--- config.mk ---
export PLATFORM = sky130hd
export DESIGN_NAME = grl2x_front
export DESIGN_NICKNAME = d
export VERILOG_FILES = /design/src/grl2x_pkg.sv /design/src/grl2x_front.sv
export SDC_FILE = /design/constraint.sdc
export NUM_CORES = 1
export LEC_CHECK = 0
export ABC_AREA = 1
export ABC_CLOCK_PERIOD_IN_PS = 4660
export BUFFER_PORTS_ARGS = -buffer_cell sky130_fd_sc_hd__buf_2
export CORE_ASPECT_RATIO = 1.2
export CORE_MARGIN = 1
export CORE_UTILIZATION = 48
export DETAILED_ROUTE_END_ITERATION = 8
export GPL_ROUTABILITY_DRIVEN = 1
export GPL_TIMING_DRIVEN = 0
export PLACE_DENSITY = 0.89
export SLEW_MARGIN = 40
export SYNTH_ARGS = -nofsm -noshare
export SYNTH_HDL_FRONTEND = slang
export SYNTH_SLANG_ARGS = --single-unit
export TNS_END_PERCENT = 30
--- constraint.sdc ---
create_clock -name vclk -period 4.66
set_clock_uncertainty 0.05 [all_clocks]
set_input_delay 0.699 -clock vclk [all_inputs]
set_output_delay 0.699 -clock vclk [all_outputs]
set_load 0.05 [all_outputs]
--- src/grl2x_pkg.sv ---
// ----------------------------------------------------------------------------
// grl2x_pkg
// Shared constants, types and codes of the two-times Lagrange grid refiner.
// ----------------------------------------------------------------------------
`default_nettype none

package grl2x_pkg;

	// Block dimensions.
	localparam int HALF_ORDER    = 3;
	localparam int MAX_FINE_SIDE = 256;
	localparam int SAMPLE_WIDTH  = 24;

	localparam int TAPS     = 2 * HALF_ORDER;
	localparam int CSIDE    = MAX_FINE_SIDE / 2 + TAPS - 1;
	localparam int ADDR_W   = $clog2(CSIDE * CSIDE);
	localparam int TAP_W    = (TAPS > 1) ? $clog2(TAPS) : 1;
	localparam int NUM_COEF = 6;
	localparam int COEF_W   = 16;
	localparam int IDX_W    = 8;
	localparam int SIDE_W   = 9;

	// Weight is a product of two Q1.15 factors, so Q2.30.
	localparam int FRAC     = 30;
	localparam int FACT_W   = COEF_W + 1;
	localparam int WEIGHT_W = 32;
	localparam int PROD_W   = WEIGHT_W + SAMPLE_WIDTH;
	localparam int ACC_W    = PROD_W + 6;

	// Configuration port.
	localparam int CFG_IDX_W  = 3;
	localparam int CFG_DATA_W = 16;
	localparam logic [CFG_IDX_W-1:0] CFG_FINE_ROWS = 3'd6;
	localparam logic [CFG_IDX_W-1:0] CFG_FINE_COLS = 3'd7;

	// Operation carried from front to back.
	typedef enum logic [2:0] {
		OP_WRITE,
		OP_FAULT,
		OP_COPY,
		OP_VERT,
		OP_HORZ,
		OP_BOTH
	} op_t;

	// Back-end sequencer states.
	typedef enum logic [1:0] {
		BK_IDLE,
		BK_RUN,
		BK_DRAIN,
		BK_OUT
	} bk_state_t;

	// One queued item: a write, or a classified request with its base row and column.
	typedef struct packed {
		op_t                           op;
		logic [IDX_W-1:0]              row;
		logic [IDX_W-1:0]              col;
		logic signed [SAMPLE_WIDTH-1:0] data;
	} job_t;

	// Queue status: empty towards the back end, full towards the front.
	typedef struct packed {
		logic empty;
		logic full;
	} q_status_t;

	typedef logic [NUM_COEF-1:0][COEF_W-1:0] coef_vec_t;

endpackage

`default_nettype wire

--- src/grl2x_front.sv ---
// ----------------------------------------------------------------------------
// grl2x_front
// Accepts items, drops writes outside the grid and classifies requests.
// ----------------------------------------------------------------------------
`default_nettype none

module grl2x_front (
	input  wire logic                                 in_valid,
	output logic                                      in_ready,
	input  wire logic                                 req_type,
	input  wire logic [grl2x_pkg::IDX_W-1:0]          coarse_row,
	input  wire logic [grl2x_pkg::IDX_W-1:0]          coarse_col,
	input  wire logic signed [grl2x_pkg::SAMPLE_WIDTH-1:0] sample_value,
	input  wire logic [grl2x_pkg::IDX_W-1:0]          fine_row,
	input  wire logic [grl2x_pkg::IDX_W-1:0]          fine_col,
	input  wire logic [grl2x_pkg::SIDE_W-1:0]         fine_rows,
	input  wire logic [grl2x_pkg::SIDE_W-1:0]         fine_cols,
	input  wire grl2x_pkg::q_status_t                 q_status,
	output logic                                      push,
	output grl2x_pkg::job_t                           job
);
	import grl2x_pkg::*;

	logic [SIDE_W-1:0] rows, cols, crows, ccols;
	logic              wr_ok, fault;

	// Effective grid sizes.
	always_comb begin
		rows  = (fine_rows > SIDE_W'(MAX_FINE_SIDE)) ? SIDE_W'(MAX_FINE_SIDE) : fine_rows;
		cols  = (fine_cols > SIDE_W'(MAX_FINE_SIDE)) ? SIDE_W'(MAX_FINE_SIDE) : fine_cols;
		crows = {1'b0, rows[SIDE_W-1:1]} + SIDE_W'(TAPS - 1);
		ccols = {1'b0, cols[SIDE_W-1:1]} + SIDE_W'(TAPS - 1);
	end

	// Range checks.
	always_comb begin
		wr_ok = ({1'b0, coarse_row} < crows) && ({1'b0, coarse_col} < ccols)
			&& ({1'b0, coarse_row} < SIDE_W'(CSIDE)) && ({1'b0, coarse_col} < SIDE_W'(CSIDE));
		fault = ({1'b0, fine_row} >= rows) || ({1'b0, fine_col} >= cols);
	end

	assign in_ready = !q_status.full;
	assign push     = in_valid && in_ready && (req_type || wr_ok);

	// Classification; an odd index's stencil starts at base row fine_row/2.
	always_comb begin
		job.data = sample_value;
		if (!req_type) begin
			job.op  = OP_WRITE;
			job.row = coarse_row;
			job.col = coarse_col;
		end else begin
			job.row = fine_row[0] ? {1'b0, fine_row[IDX_W-1:1]}
				: {1'b0, fine_row[IDX_W-1:1]} + IDX_W'(HALF_ORDER - 1);
			job.col = fine_col[0] ? {1'b0, fine_col[IDX_W-1:1]}
				: {1'b0, fine_col[IDX_W-1:1]} + IDX_W'(HALF_ORDER - 1);
			if (fault)
				job.op = OP_FAULT;
			else if (fine_row[0] && fine_col[0])
				job.op = OP_BOTH;
			else if (fine_row[0])
				job.op = OP_VERT;
			else if (fine_col[0])
				job.op = OP_HORZ;
			else
				job.op = OP_COPY;
		end
	end

endmodule

`default_nettype wire

# Yosys cells after proc, flatten, opt, wreduce, memory -nomap -nowiden
# Cells that the tools add are included.
[classes]
muxes = 9
reduce_logical = 9
magnitude_cmp = 8
add_sub_neg = 4
[ops]
columns = ["cell", "count"]
rows = [
  ["$mux W19", 1],
  ["$add A8 B3 Y9 const B", 2],
  ["$ge A8 B9 Y1", 2],
  ["$gt A9 B9 Y1 const B", 2],
  ["$lt A8 B9 Y1", 2],
  ["$mux W9", 2],
  ["$add A7 B2 Y8 const B", 2],
  ["$lt A8 B8 Y1 const B", 2],
  ["$mux W8", 2],
  ["$mux W3", 4],
  ["$logic_and A1 B1 Y1", 6],
  ["$logic_or A1 B1 Y1", 2],
  ["$logic_not A1 Y1", 1],
]
[totals]
input_bits = 78
ff_bits = 0
out_inout_bits = 45

# Logic depth before layout (Yosys ltp)
[logic_depth]
ltp_word = 9
depth_mapped = 19

# Worst setup path before layout
# Ideal clock, no wire load.
[synth_path]
path_kind = "input-to-output"
start = "input fine_rows[6] in the netlist's numbering"
end = "output push"
required_time_ns = 3.911
stages = 18
arrival_time_ns = 3.345
path_buffers = 0
path_slack_ns = 0.566
path_cell_list = "nor2_1 nand2_1 o21ai_4 inv_1 nor2_1 ha_1 inv_1 nand2_1 nand2_2 nor3_2 xor2_1 ha_1 and3_1 o211ai_1 nand3_1 nor2_1 nand3_1 a21oi_1"
[synth_via]
elab_chain_len = 9
[synth_lines]
columns = ["element", "line", "source"]
rows = [
  ["start: declaration", "grl2x_front.sv:16", "input wire logic [grl2x_pkg::SIDE_W-1:0] fine_rows,"],
  ["$gt A9 B9 Y1", "grl2x_front.sv:29", "rows = (fine_rows > SIDE_W'(MAX_FINE_SIDE)) ? SIDE_W'(MAX_FINE_SIDE) : fine_rows;"],
  ["$mux W9 *", "grl2x_front.sv:29", ""],
  ["$add A8 B3 Y9 *", "grl2x_front.sv:31", "crows = {1'b0, rows[SIDE_W-1:1]} + SIDE_W'(TAPS - 1);"],
  ["$lt A8 B9 Y1 *", "grl2x_front.sv:37", "wr_ok = ({1'b0, coarse_row} < crows) && ({1'b0, coarse_col} < ccols)"],
  ["$logic_and A1 B1 Y1 *", "grl2x_front.sv:37", ""],
  ["$logic_and A1 B1 Y1 * (2 in series)", "grl2x_front.sv:38", "&& ({1'b0, coarse_row} < SIDE_W'(CSIDE)) && ({1'b0, coarse_col} < SIDE_W'(CSIDE));"],
  ["$logic_or A1 B1 Y1 *", "grl2x_front.sv:43", "assign push = in_valid && in_ready && (req_type || wr_ok);"],
  ["$logic_and A1 B1 Y1 *", "grl2x_front.sv:43", ""],
  ["end: declaration", "grl2x_front.sv:19", "output logic push,"],
]
# Every way passes the cells marked *; elsewhere a longest branch is shown, timed or not.

# Worst setup path after layout
[layout_path]
start = "input fine_rows[5] in the netlist's numbering"
end = "output push"
# Same word-level chain as after synthesis.

==> impl_metrics.csv <==
group,metric,value,unit
route,drt-vias-per-instance,5.19,
timing,final.setup.tns,0,ns
layout,regArea,0,sq um
grt,grt_pass1_wl,7.75,mm
status,status,"finished, violations left",
yosys,syn_nets,411,
critical_path,setup.worst_path.end_class,"primary output",
grt,antenna_found_initial,0,
yosys,synthCells,301,
route,met2_length,2.58,mm
route,num_vias,2263,
timing,slew_viol_final,0,
status,violations,"design-rule violations",
floorplanning,start_util,52.0,%
layout,final_common_cell,"buf_2",
critical_path,cpMostUsedCell,"nor2_1",
placed_design,gp_congestion,0.911,
critical_path,crit_path_start_kind,"primary input",
critical_path,cp_slowest_cell,"buf_2",
route,post_drt_wl_per_cell,11.6,um
route,wl_met3,337,um
layout,seq_cells,0,
clock_network,postCtsResizedCells,0,
layout,nClkBuffers,0,
floorplanning,die_w,57.6,um
placed_design,placed_cell_area,0.00232,sq mm
timing,setup_viol,0,
layout,area_delta_synth_final,30.2,%
critical_path,cp_max_fo,5,
floorplanning,rows,23,
floorplanning,core_area,0.00342,sq mm
placed_design,pre_cts_slack,0.461,ns
yosys,postSynthAreaPerCell,5.91,sq um
layout,fillers,332,
layout,design_area,0.00232,sq mm
timing,fin_ws,0.443,ns
timing,rsz0062_at_grt,"no",
timing,hold_ws,1.65,ns
grt,grt_overflow,0,
timing,hold_viol,0,
grt,grt_max_degree,11,
clock_network,cts_setup_buffers,0,
floorplanning,pin_count,123,
yosys,ys_seq_area_share,0,%
route,drcViolationCount,9,
critical_path,required,3.91,ns
yosys,synth_area,0.00178,sq mm
timing,fin_crit,4.22,ns
placed_design,io_buffers,98,
layout,layout.nets,511,
pwr,vdd_drop_max,59.8,uV
route,wirelength,5.05,mm
floorplanning,die-height,68.7,um
route,antenna_left,0,
yosys,synth.distinct_cells,29,
critical_path,critPathKind,"primary input to primary output",
critical_path,crit_path_cell_trace,"buf_2, nor2_1, nand2_1, o21ai_4, inv_1, nor2_1, ha_1, inv_1, nand2_1, nand2_2, nor3_2, xor2_1, ha_1, a21o_1, a21oi_1, nand3_1, nor2_1, nand3_1, a21oi_1, buf_2",
timing,worstMarginPinSlew,0.523,ns
layout,final_cell_mix,"98 x buf_2, 62 x nand2_1, 44 x inv_1",
route,routed.top_layer,"met4",
timing,max_freq,0.237,GHz
floorplanning,dieArea,0.00395,sq mm
placed_design,hpwlAfterDp,4.47,mm
route,first_pass_iters,6,
clock_network,hold_buffers,0,
timing,fin_crit_sh,90.5,%
layout,antenna_cells,0,
hold_path,hp-class,"primary input to primary output",
layout,layout-drive-gt1-share,35.8,%
timing,relSlewSlack,65.1,%
pwr,leakage,0.00140,uW
run,maxCapViolCount,0,
route,drtIter0Drc,108,
yosys,ys_warn_count,0,
critical_path,timing.critical_path.buf_inv,4,
grt,grt_usage,24.4,%
pwr,p_per_area,129,mW/mm^2
grt,grt_pass1_vias,1931,
route,wl_met1,2.05,mm
critical_path,cpPeakStageDelay,0.30,ns
critical_path,cpLargestDelayFamily,"simple AND/OR/NAND/NOR gates",
critical_path,cp.arrival,3.47,ns
final cells by class:
type	instances	area (sq um)	area share [%]
inverters	49	184	7.94
plain buffers	27	191	8.27
repair buffers	98	490	21.2
well taps	37	46.3	2.00
multi-input cells	225	1400	60.6
per-stage QoR:
| stage | utilization, % | std cells | power [uW] |
|---|---|---|---|
| 2_1_floorplan | - | 301 | 213 |
| 3_3_place_gp | 67.6 | 436 | 290 |
| 3_5_place_dp | 67.6 | 436 | 297 |
| 4_1_cts | 67.6 | 436 | 298 |
| 5_1_grt | 67.6 | 436 | 325 |
| 6_report | 67.6 | 436 | 298 |
worst paths after layout:
check | start | cells after the start | endpoint | slack (ns)
max | fine_rows[5] | 20 | push | 0.44
min | sample_value[21] | 2 | job[21] | 1.65
Yosys cell counts (all sizes together) (4+ instances only):
library cell	instances	area, sq um
o21ai	23	141
xor2	9	78.8
nor2	32	130
buf	24	180
nand3	18	103
o31ai	4	30.0
ha	32	400
nor3	5	35.0
a21oi	12	60.1
nand2	70	283
inv	47	176
logic make-up (layout without fill, tap and decap cells):
| kind of cell | after synthesis | after routing | synth area share (%) |
|---|---|---|---|
| buf+inv | 76 | 174 | 21.1 |
| compound gates | 48 | 48 | 16.7 |
| fa+ha+maj | 32 | 32 | 22.5 |
| xor+xnor | 12 | 12 | 5.91 |
| simple gates | 133 | 133 | 33.8 |
routing by layer:
layer | track usage (%) | up-vias
met2 | 48.8 | 99
met5 | 0 | -
li1 | - | 1154
met1 | 27.6 | 1002
met4 | 5.49 | 0
met3 | 2.24 | 8
power by group:
part	internal, uW	switching, uW
clock network	0	0
logic	97.9	200
registers	0	0
(Power assumes the default switching activity.)
