--- src/grl2x_pkg.sv ---
// ----------------------------------------------------------------------------
// grl2x_pkg
// Shared constants, types and codes of the two-times Lagrange grid refiner.
// ----------------------------------------------------------------------------
`default_nettype none

package grl2x_pkg;

	// Block dimensions.
	localparam int HALF_ORDER    = 3;
	localparam int MAX_FINE_SIDE = 256;
	localparam int SAMPLE_WIDTH  = 24;

	localparam int TAPS     = 2 * HALF_ORDER;
	localparam int CSIDE    = MAX_FINE_SIDE / 2 + TAPS - 1;
	localparam int ADDR_W   = $clog2(CSIDE * CSIDE);
	localparam int TAP_W    = (TAPS > 1) ? $clog2(TAPS) : 1;
	localparam int NUM_COEF = 6;
	localparam int COEF_W   = 16;
	localparam int IDX_W    = 8;
	localparam int SIDE_W   = 9;

	// Weight is a product of two Q1.15 factors, so Q2.30.
	localparam int FRAC     = 30;
	localparam int FACT_W   = COEF_W + 1;
	localparam int WEIGHT_W = 32;
	localparam int PROD_W   = WEIGHT_W + SAMPLE_WIDTH;
	localparam int ACC_W    = PROD_W + 6;

	// Configuration port.
	localparam int CFG_IDX_W  = 3;
	localparam int CFG_DATA_W = 16;
	localparam logic [CFG_IDX_W-1:0] CFG_FINE_ROWS = 3'd6;
	localparam logic [CFG_IDX_W-1:0] CFG_FINE_COLS = 3'd7;

	// Operation carried from front to back.
	typedef enum logic [2:0] {
		OP_WRITE,
		OP_FAULT,
		OP_COPY,
		OP_VERT,
		OP_HORZ,
		OP_BOTH
	} op_t;

	// Back-end sequencer states.
	typedef enum logic [1:0] {
		BK_IDLE,
		BK_RUN,
		BK_DRAIN,
		BK_OUT
	} bk_state_t;

	// One queued item: a write, or a classified request with its base row and column.
	typedef struct packed {
		op_t                           op;
		logic [IDX_W-1:0]              row;
		logic [IDX_W-1:0]              col;
		logic signed [SAMPLE_WIDTH-1:0] data;
	} job_t;

	// Queue status: empty towards the back end, full towards the front.
	typedef struct packed {
		logic empty;
		logic full;
	} q_status_t;

	typedef logic [NUM_COEF-1:0][COEF_W-1:0] coef_vec_t;

endpackage

`default_nettype wire

--- src/grl2x_queue.sv ---
// ----------------------------------------------------------------------------
// grl2x_queue
// Four-entry item queue between the front and the back end.
// ----------------------------------------------------------------------------
`default_nettype none

module grl2x_queue (
	input  wire logic             clk,
	input  wire logic             arst_n,
	input  wire logic             push,
	input  wire grl2x_pkg::job_t  push_job,
	input  wire logic             pop,
	output grl2x_pkg::job_t       head,
	output grl2x_pkg::q_status_t  q_status
);
	import grl2x_pkg::*;

	localparam int DEPTH = 4;
	localparam int PTR_W = $clog2(DEPTH);

	job_t             slot_q [DEPTH];
	logic [PTR_W-1:0] wr_ptr_q, rd_ptr_q;
	logic [PTR_W:0]   count_q;

	assign q_status.empty = (count_q == '0);
	assign q_status.full  = (count_q == (PTR_W+1)'(DEPTH));
	assign head           = slot_q[rd_ptr_q];

	// Pointers and fill level.
	always_ff @(posedge clk or negedge arst_n) begin
		if (!arst_n) begin
			wr_ptr_q <= '0;
			rd_ptr_q <= '0;
			count_q  <= '0;
		end else begin
			if (push)
				wr_ptr_q <= wr_ptr_q + 1'b1;
			if (pop)
				rd_ptr_q <= rd_ptr_q + 1'b1;
			if (push && !pop)
				count_q <= count_q + 1'b1;
			else if (pop && !push)
				count_q <= count_q - 1'b1;
		end
	end

	// Storage.
	always_ff @(posedge clk) begin
		if (push)
			slot_q[wr_ptr_q] <= push_job;
	end

endmodule

`default_nettype wire

--- config.mk ---
export PLATFORM = sky130hd
export DESIGN_NAME = grl2x_queue
export DESIGN_NICKNAME = d
export VERILOG_FILES = /design/src/grl2x_pkg.sv /design/src/grl2x_queue.sv
export SDC_FILE = /design/constraint.sdc
export NUM_CORES = 1
export LEC_CHECK = 0
export BUFFER_PORTS_ARGS = -buffer_cell sky130_fd_sc_hd__buf_2
export CAP_MARGIN = 40
export CORE_AREA = 2 2 85 148
export CTS_CLUSTER_DIAMETER = 120
export DETAILED_ROUTE_END_ITERATION = 6
export DIE_AREA = 0 0 87 150
export GPL_TIMING_DRIVEN = 0
export PLACE_DENSITY = 0.76
export SYNTH_ARGS = -nofsm -noshare
export SYNTH_HDL_FRONTEND = slang
export SYNTH_SLANG_ARGS = --single-unit
--- constraint.sdc ---
create_clock -name clk -period 3.7 [get_ports clk]
set_input_delay 0.74 -clock clk [delete_from_list [all_inputs] [get_ports clk]]
set_output_delay 0.74 -clock clk [all_outputs]
set_load 0.005 [all_outputs]
Word level (Yosys, flattened, before mapping)
Memory sizes are Yosys's and may differ from the RTL's.
Cells that the tools add are included.
{"block": "word_totals", "register_bits": 7, "ram_bits": 172, "input_bits": 47, "out_inout_bits": 45, "elab_cells": 19, "n_memories": 1}
{"memory": "slot_q", "depth": 4, "width": 43, "rd": 1, "rd_ports_with_merged_regs": 0, "wr": 1, "line": "grl2x_queue.sv:21", "source": "job_t slot_q [DEPTH];"}
{"block": "classes", "addsub": 4, "eq_ne": 1, "muxes": 4, "reduce_logical": 6}
{"op": "$mux 3", "count": 2}
{"op": "$add 2x1->2 const B", "count": 2}
{"op": "$add 3x1->3 const B", "count": 1}
{"op": "$eq 3x3->1 const B", "count": 1}
{"op": "$logic_not 3->1", "count": 1}
{"op": "$sub 3x1->3 const B", "count": 1}
{"op": "$logic_and 1x1->1", "count": 2}
{"op": "$logic_not 1->1", "count": 2}
{"op": "$mux 1", "count": 2}
{"op": "$reduce_bool 2->1", "count": 1}

Longest topological paths before layout
Gate-level depths: netlist of run 1.
{"block": "depth", "word_depth": 4, "depth_mapped": 7, "ltp_nobuf": 7}

Worst setup path after synthesis of run 1
Ideal clock, no wire load.
{"block": "synth_path", "kind": "input -> register", "startpoint": "input port push", "endpoint": "memory slot_q[0][0] (netlist bit), enable pin", "setup_ns": 0.405, "t_arrival_ns": 1.779, "required_time_ns": 3.295, "setup_slack_ns": 1.517, "cell_stages": 1, "n_path_buf": 0, "path_cell_list": "and2_1"}
{"block": "synth_between", "elab_chain_len": 2}
{"item": "start, declared", "line": "grl2x_queue.sv:10", "source": "input wire logic push,"}
{"item": "$mux 1", "line": "grl2x_queue.sv:49", "source": "if (push)"}
{"item": "$mux 1 (implied by the code)", "line": "grl2x_queue.sv:50", "source": "slot_q[wr_ptr_q] <= push_job;"}
{"item": "end, declared", "line": "grl2x_queue.sv:21"}
No other way between the ends.

==> results of run 1 <==
metal layers:
metal / vias up / track usage [%]
li1: 1331 / -
met3: 12 / 4.14
met1: 1523 / 21.7
met2: 76 / 30.5
met5: - / 0
met4: 0 / 7.97
layout make-up:
cell class	count	area, um2	area share, %
clock buffer	17	425	5.32
multi-input combinational	66	1190	14.9
tap	137	171	2.14
timing repair buffer	95	536	6.70
buffer	10	116	1.46
sequential	179	5340	66.8
clock inverter	15	194	2.43
antenna	1	2.50	0.0313
inverter	4	15.0	0.188
synth_stat cells:
library cell	number	share of area, %
nor2_1	1	0.056
nor3_1	1	0.075
nand2_1	2	0.11
mux4_1	5	2.0
edfxtp_1	172	78
o21ai_0	1	0.075
ha_1	5	0.94
nor3b_1	1	0.11
buf_6	1	0.17
buf_2	5	0.38
fa_1	1	0.30
and2_1	4	0.38
buf_12	4	1.2
mux2_2	1	0.17
dfrtp_1	7	2.6
xor2_1	4	0.53
inv_1	4	0.23
xnor2_1	2	0.26
mux4_2	38	13
cells by family (layout without fill, tap and decap cells):
logic type               after synthesis  in the layout  share of synthesized area [%]
flip-flops                           179            179                           80.2
multiplexers                          44             44                           15.0
buffers and inverters                 14            141                           1.97
AND/OR/NAND/NOR                        9              9                          0.733
adder cells (fa/ha/maj)                6              6                           1.24
XOR/XNOR                               6              6                          0.789
AO/OA/AOI/OAI                          1              1                         0.0751
other                                  0              1                              0
stage by stage:
step	util, %	hold WS (ns)	cells
2_1_floorplan	-	0.444	259
3_3_place_gp	61.4	0.474	487
3_5_place_dp	62.1	0.520	491
4_1_cts	67.3	0.142	523
5_1_grt	67.3	0.146	524
6_report	67.3	0.158	524
registers in the layout (all words and copies together), names as in the netlist:
register  count
rd_ptr_q      2
wr_ptr_q      2
slot_q      172
count_q       3
worst max-delay path, delay by kind of cell (launching register included):
family | cells | cell delay (ns)
buf+inv | 3 | 0.50
mux | 1 | 0.53
flops | 1 | 0.34
power breakdown:
part           total, mW  leakage [nW]  internal (mW)  switching (mW)
combinational       1.73         0.866          0.912           0.816
sequential          2.76          1.66           2.65           0.103
clock               1.84         0.299           1.08           0.753
worst paths after layout:
kind,from,end,slack [ns],cells after the start
worst min-delay path,arst_n,count_q[0]$_DFFE_PN0P_,0.16,1
worst max-delay path,rd_ptr_q[0]$_DFFE_PN0P_,head[18],1.19,4
max in group asynchronous,arst_n,rd_ptr_q[0]$_DFFE_PN0P_,3.38,1
min in group clk,count_q[2]$_DFFE_PN0P_,count_q[2]$_DFFE_PN0P_,0.52,1
worst max register to register,wr_ptr_q[0]$_DFFE_PN0P_,slot_q[0][29]$_DFFE_PP_,1.93,4
worst min register to register,count_q[2]$_DFFE_PN0P_,count_q[2]$_DFFE_PN0P_,0.52,1
==> flow_metrics.tcl, run 1 <==
set metrics [dict create \
    cts_setup_buffers 0 \
    synth_nets 312 \
    setup_slack_ns 1.19 \
    synth_cell_types 19 \
    power_density_nw_per_um2 791 \
    clock_latency_ns 0.40 \
    clk_pin_slew_ns 0.07 \
    cts.htree.levels 4 \
    critPathSlowestCell "mux4_2" \
    path_cells "buf_6, buf_12, mux4_2, buf_2" \
    tns_ns 0 \
    worstPathArrival_ns 1.77 \
    pre_cts_slack_ns 1.58 \
    grt_pass1_wl_um 16900 \
    path_max_fanout 10 \
    synth_seq_area_share_pct 80.2 \
    overflow 0 \
    final_common_cell "edfxtp_1" \
    rows 53 \
    m1WireLength_um 4240 \
    dr_wl_met3_um 397 \
    layout_common_cells "172 x edfxtp_1, 96 x buf_2, 38 x mux4_2, 17 x clkbuf_16, 8 x buf_12" \
    place_area_um2 7370 \
    critPathMaxStageDelay_ns 0.53 \
    drv_slew 0 \
    die_x_um 87 \
    fin_nets 426 \
    vias_per_cell 5.61 \
    fmax_mhz 399 \
    coreArea_um2 11900 \
    start_kind "flip-flop" \
    irDropWorstVdd_mv 0.499 \
    dr.pass1.iters 4 \
    synth_area_per_cell_um2 25.7 \
    finalPower_mw 6.32 \
    cts_made_buffers 17 \
    min_period_ns 2.51 \
    hp-class "in2async" \
    routed_wl_um 10900 \
    area_growth_pct 20.0 \
    hold_viol_final 0 \
    path_class "reg2out" \
    fp.dieH_um 150 \
    max_cap_violations 0 \
    drtIter0Drc 215 \
    grt_max_degree 31 \
    timing.slew.headroom_pct 61.7 \
    die-area_um2 13100 \
    rsz0062_at_grt "false" \
    power.leakage_nw 2.83 \
    cts_sinks 179 \
    fill_cells 761 \
    finalSetupViolCount 0 \
    cp_data_required_time_ns 2.96 \
    hold_buffers 0 \
    cts_resized 0 \
    routed.top_layer "met4" \
    cts_tree "built" \
    antenna_found_initial 1 \
    yosys_warnings 0 \
    avgRoutedWirePerCell_um 20.8 \
    finish.instance_area_um2 7990 \
    critPathCaptureType "output pin" \
    grtUsageTotal_pct 17.9 \
    worst_pin_slew_ns 0.575 \
    pin_count 92 \
    clockRootBuffer "clkbuf_16" \
    synth_cells 259 \
    met2_length_um 6070 \
    grt_pass1_vias 3290 \
    final_layout_size_suffix_gt1_share_pct 46.6 \
    finalClockSkew_ns 0.00774 \
    route.detailed.drc 0 \
    place_congestion 0.684 \
    start_util_pct 56.1 \
    cts_buffer_depth 2 \
    dp_hpwl_um 6910 \
    vias 2942 \
    period_share_pct 67.7 \
    ys_ff_latch 179 \
    synth.cell_area_um2 6660 \
    portBuffers 91 \
    ant_nets 0 \
    status "finished clean" \
]
(Power assumes the default switching activity.)
==> inputs of run 2 (changes only) <==
clock period = 2.4 ns   (was 3.7 ns; I/O delays follow)
==> run 2 against run 1 <==
  * Final area up 0.13%
  * Non-clock buffer count up 1
  * Sequential power up 54%
  * Worst hold slack better by 0.12 ns
  * Core utilization up 0.084 points
  * Register-to-register slack worse by 1.3 ns
  * Clock skew down 0.00062 ns
  * Largest cell class unchanged
==> flow_metrics.tcl, run 2 (synthesis results as in run 1) <==
set metrics [dict create \
    setup_slack_ns 0.155 \
    clockPowerShare_pct 29.1 \
    vias_per_cell 5.60 \
    crit_family "multiplexers" \
    cts_resized 0 \
    grtUsageTotal_pct 17.9 \
    fmax_mhz 445 \
    finish.instance_area_um2 8000 \
    drv_slew 0 \
    fin_nets 427 \
    finalSetupViolCount 0 \
    critPathMaxStageDelay_ns 0.53 \
    fill_cells 760 \
    hold_viol_final 0 \
    drtIter0Drc 230 \
    finalPower_mw 9.75 \
    reg.largest.list "slot_q x172, count_q x3" \
    hp-class "in2reg" \
    p_int_mw 7.17 \
    rsz0062_at_grt "false" \
    critPathSlowestCell "mux4_2" \
    power.leakage_nw 2.83 \
    antenna_found_initial 1 \
    clockRootBuffer "clkbuf_16" \
    irDropWorstVdd_mv 0.771 \
    pin_count 92 \
    start_util_pct 56.1 \
    cts_sinks 179 \
    tns_ns 0 \
    die-area_um2 13100 \
    final_common_cell "edfxtp_1" \
    final_layout_size_suffix_gt1_share_pct 46.5 \
    path_class "reg2out" \
    pre_cts_slack_ns 0.539 \
    max_cap_violations 0 \
    cts_made_buffers 17 \
    period_share_pct 93.6 \
    worstPathArrival_ns 1.77 \
    power_switching_mw 2.58 \
    dp_hpwl_um 6910 \
    timing.slew.headroom_pct 62.3 \
    place_area_um2 7370 \
    fp.dieH_um 150 \
    status "finished clean" \
    p_comb_share_pct 27.3 \
    portBuffers 91 \
    start_kind "flip-flop" \
    worst_pin_slew_ns 0.565 \
    layout_common_cells "172 x edfxtp_1, 96 x buf_2, 38 x mux4_2, 17 x clkbuf_16, 8 x buf_12" \
    overflow 0 \
    ant_nets 0 \
    largest_reg_flops 172 \
    min_period_ns 2.25 \
    clk_pin_slew_ns 0.07 \
    cts_buffer_depth 2 \
    critPathCaptureType "output pin" \
    finalClockSkew_ns 0.00711 \
    clock_latency_ns 0.40 \
    rows 53 \
    cp.buffers_inverters 3 \
    coreArea_um2 11900 \
    dr.pass1.iters 4 \
    cts_tree "built" \
    cts_setup_buffers 0 \
    cts.htree.levels 4 \
    area_growth_pct 20.2 \
    grt_pass1_vias 3296 \
    p_sw_share_pct 26.5 \
    path_cells "buf_6, buf_12, mux4_2, buf_2" \
    path_max_fanout 10 \
    avgRoutedWirePerCell_um 20.8 \
    cp_data_required_time_ns 1.92 \
    hold_buffers 1 \
    seqPwrFrac_pct 43.6 \
    place_congestion 0.684 \
    grt_max_degree 31 \
    top_register "slot_q" \
    routed_wl_um 10900 \
    vias 2942 \
    die_x_um 87 \
    grt_pass1_wl_um 16900 \
    route.detailed.drc 0 \
    power_density_nw_per_um2 1220 \
]
-- run 2: changes by cell type in the layout (fill, tap and decap cells not counted) --
cell | previous run | this run
dlygate4sd3_1 | 0 | 1
-- run 2: final cells by class --
| class | count | area (um2) | area share [%] |
|---|---|---|---|
| Antenna cell | 1 | 2.50 | 0.0313 |
| Sequential cell | 179 | 5340 | 66.7 |
| Multi-Input combinational cell | 66 | 1190 | 14.9 |
| Clock buffer | 17 | 425 | 5.32 |
| Tap cell | 137 | 171 | 2.14 |
| Buffer | 10 | 116 | 1.45 |
| Inverter | 4 | 15.0 | 0.188 |
| Clock inverter | 15 | 194 | 2.42 |
| Timing Repair Buffer | 96 | 546 | 6.82 |
-- run 2: through the flow --
stage / cells / hold WS (ns) / util (%)
2_1_floorplan: 259 / 0.184 / -
5_1_grt: 525 / 0.262 / 67.4
6_report: 525 / 0.279 / 67.4
3_5_place_dp: 491 / 0.324 / 62.1
4_1_cts: 524 / 0.264 / 67.4
3_3_place_gp: 487 / 0.319 / 61.4
-- run 2: metal layers --
layer	GRT usage (%)	vias up	wire length, um
met1	21.7	1518	4220
met4	7.97	0	195
met2	30.5	78	6070
met3	4.14	12	420
met5	0	-	0
li1	-	1334	-
-- run 2: final timing paths --
| check | slack (ns) | depth (start not counted) | start | endpoint |
|---|---|---|---|---|
| worst max-delay path | 0.15 | 4 | rd_ptr_q[0]$_DFFE_PN0P_ | head[18] |
| worst min-delay path | 0.28 | 1 | push_job[3] | slot_q[2][3]$_DFFE_PP_ |
| worst max register to register | 0.64 | 4 | wr_ptr_q[0]$_DFFE_PN0P_ | slot_q[0][29]$_DFFE_PP_ |
| worst min register to register | 0.52 | 1 | count_q[2]$_DFFE_PN0P_ | count_q[2]$_DFFE_PN0P_ |
| max in group asynchronous | 1.80 | 2 | arst_n | rd_ptr_q[0]$_DFFE_PN0P_ |
| min in group asynchronous | 0.44 | 2 | arst_n | count_q[0]$_DFFE_PN0P_ |
-- run 2: power groups by stage --
stage | combinational [mW] | sequential, mW | clock [mW]
finish | 2.67 | 4.25 | 2.84
global route | 2.89 | 4.31 | 3.00
CTS | 2.74 | 4.26 | 2.88
detailed placement | 2.73 | 4.32 | 0
global placement | 2.61 | 4.32 | 0
floorplan | 1.72 | 4.28 | 0
-- run 2: worst register-to-register path: stages, from the launching register on --
cell and delay (ns):
dfrtp_1 0.43, inv_1 0.11, ha_1 0.14, and2_2 0.50, buf_12 0.27
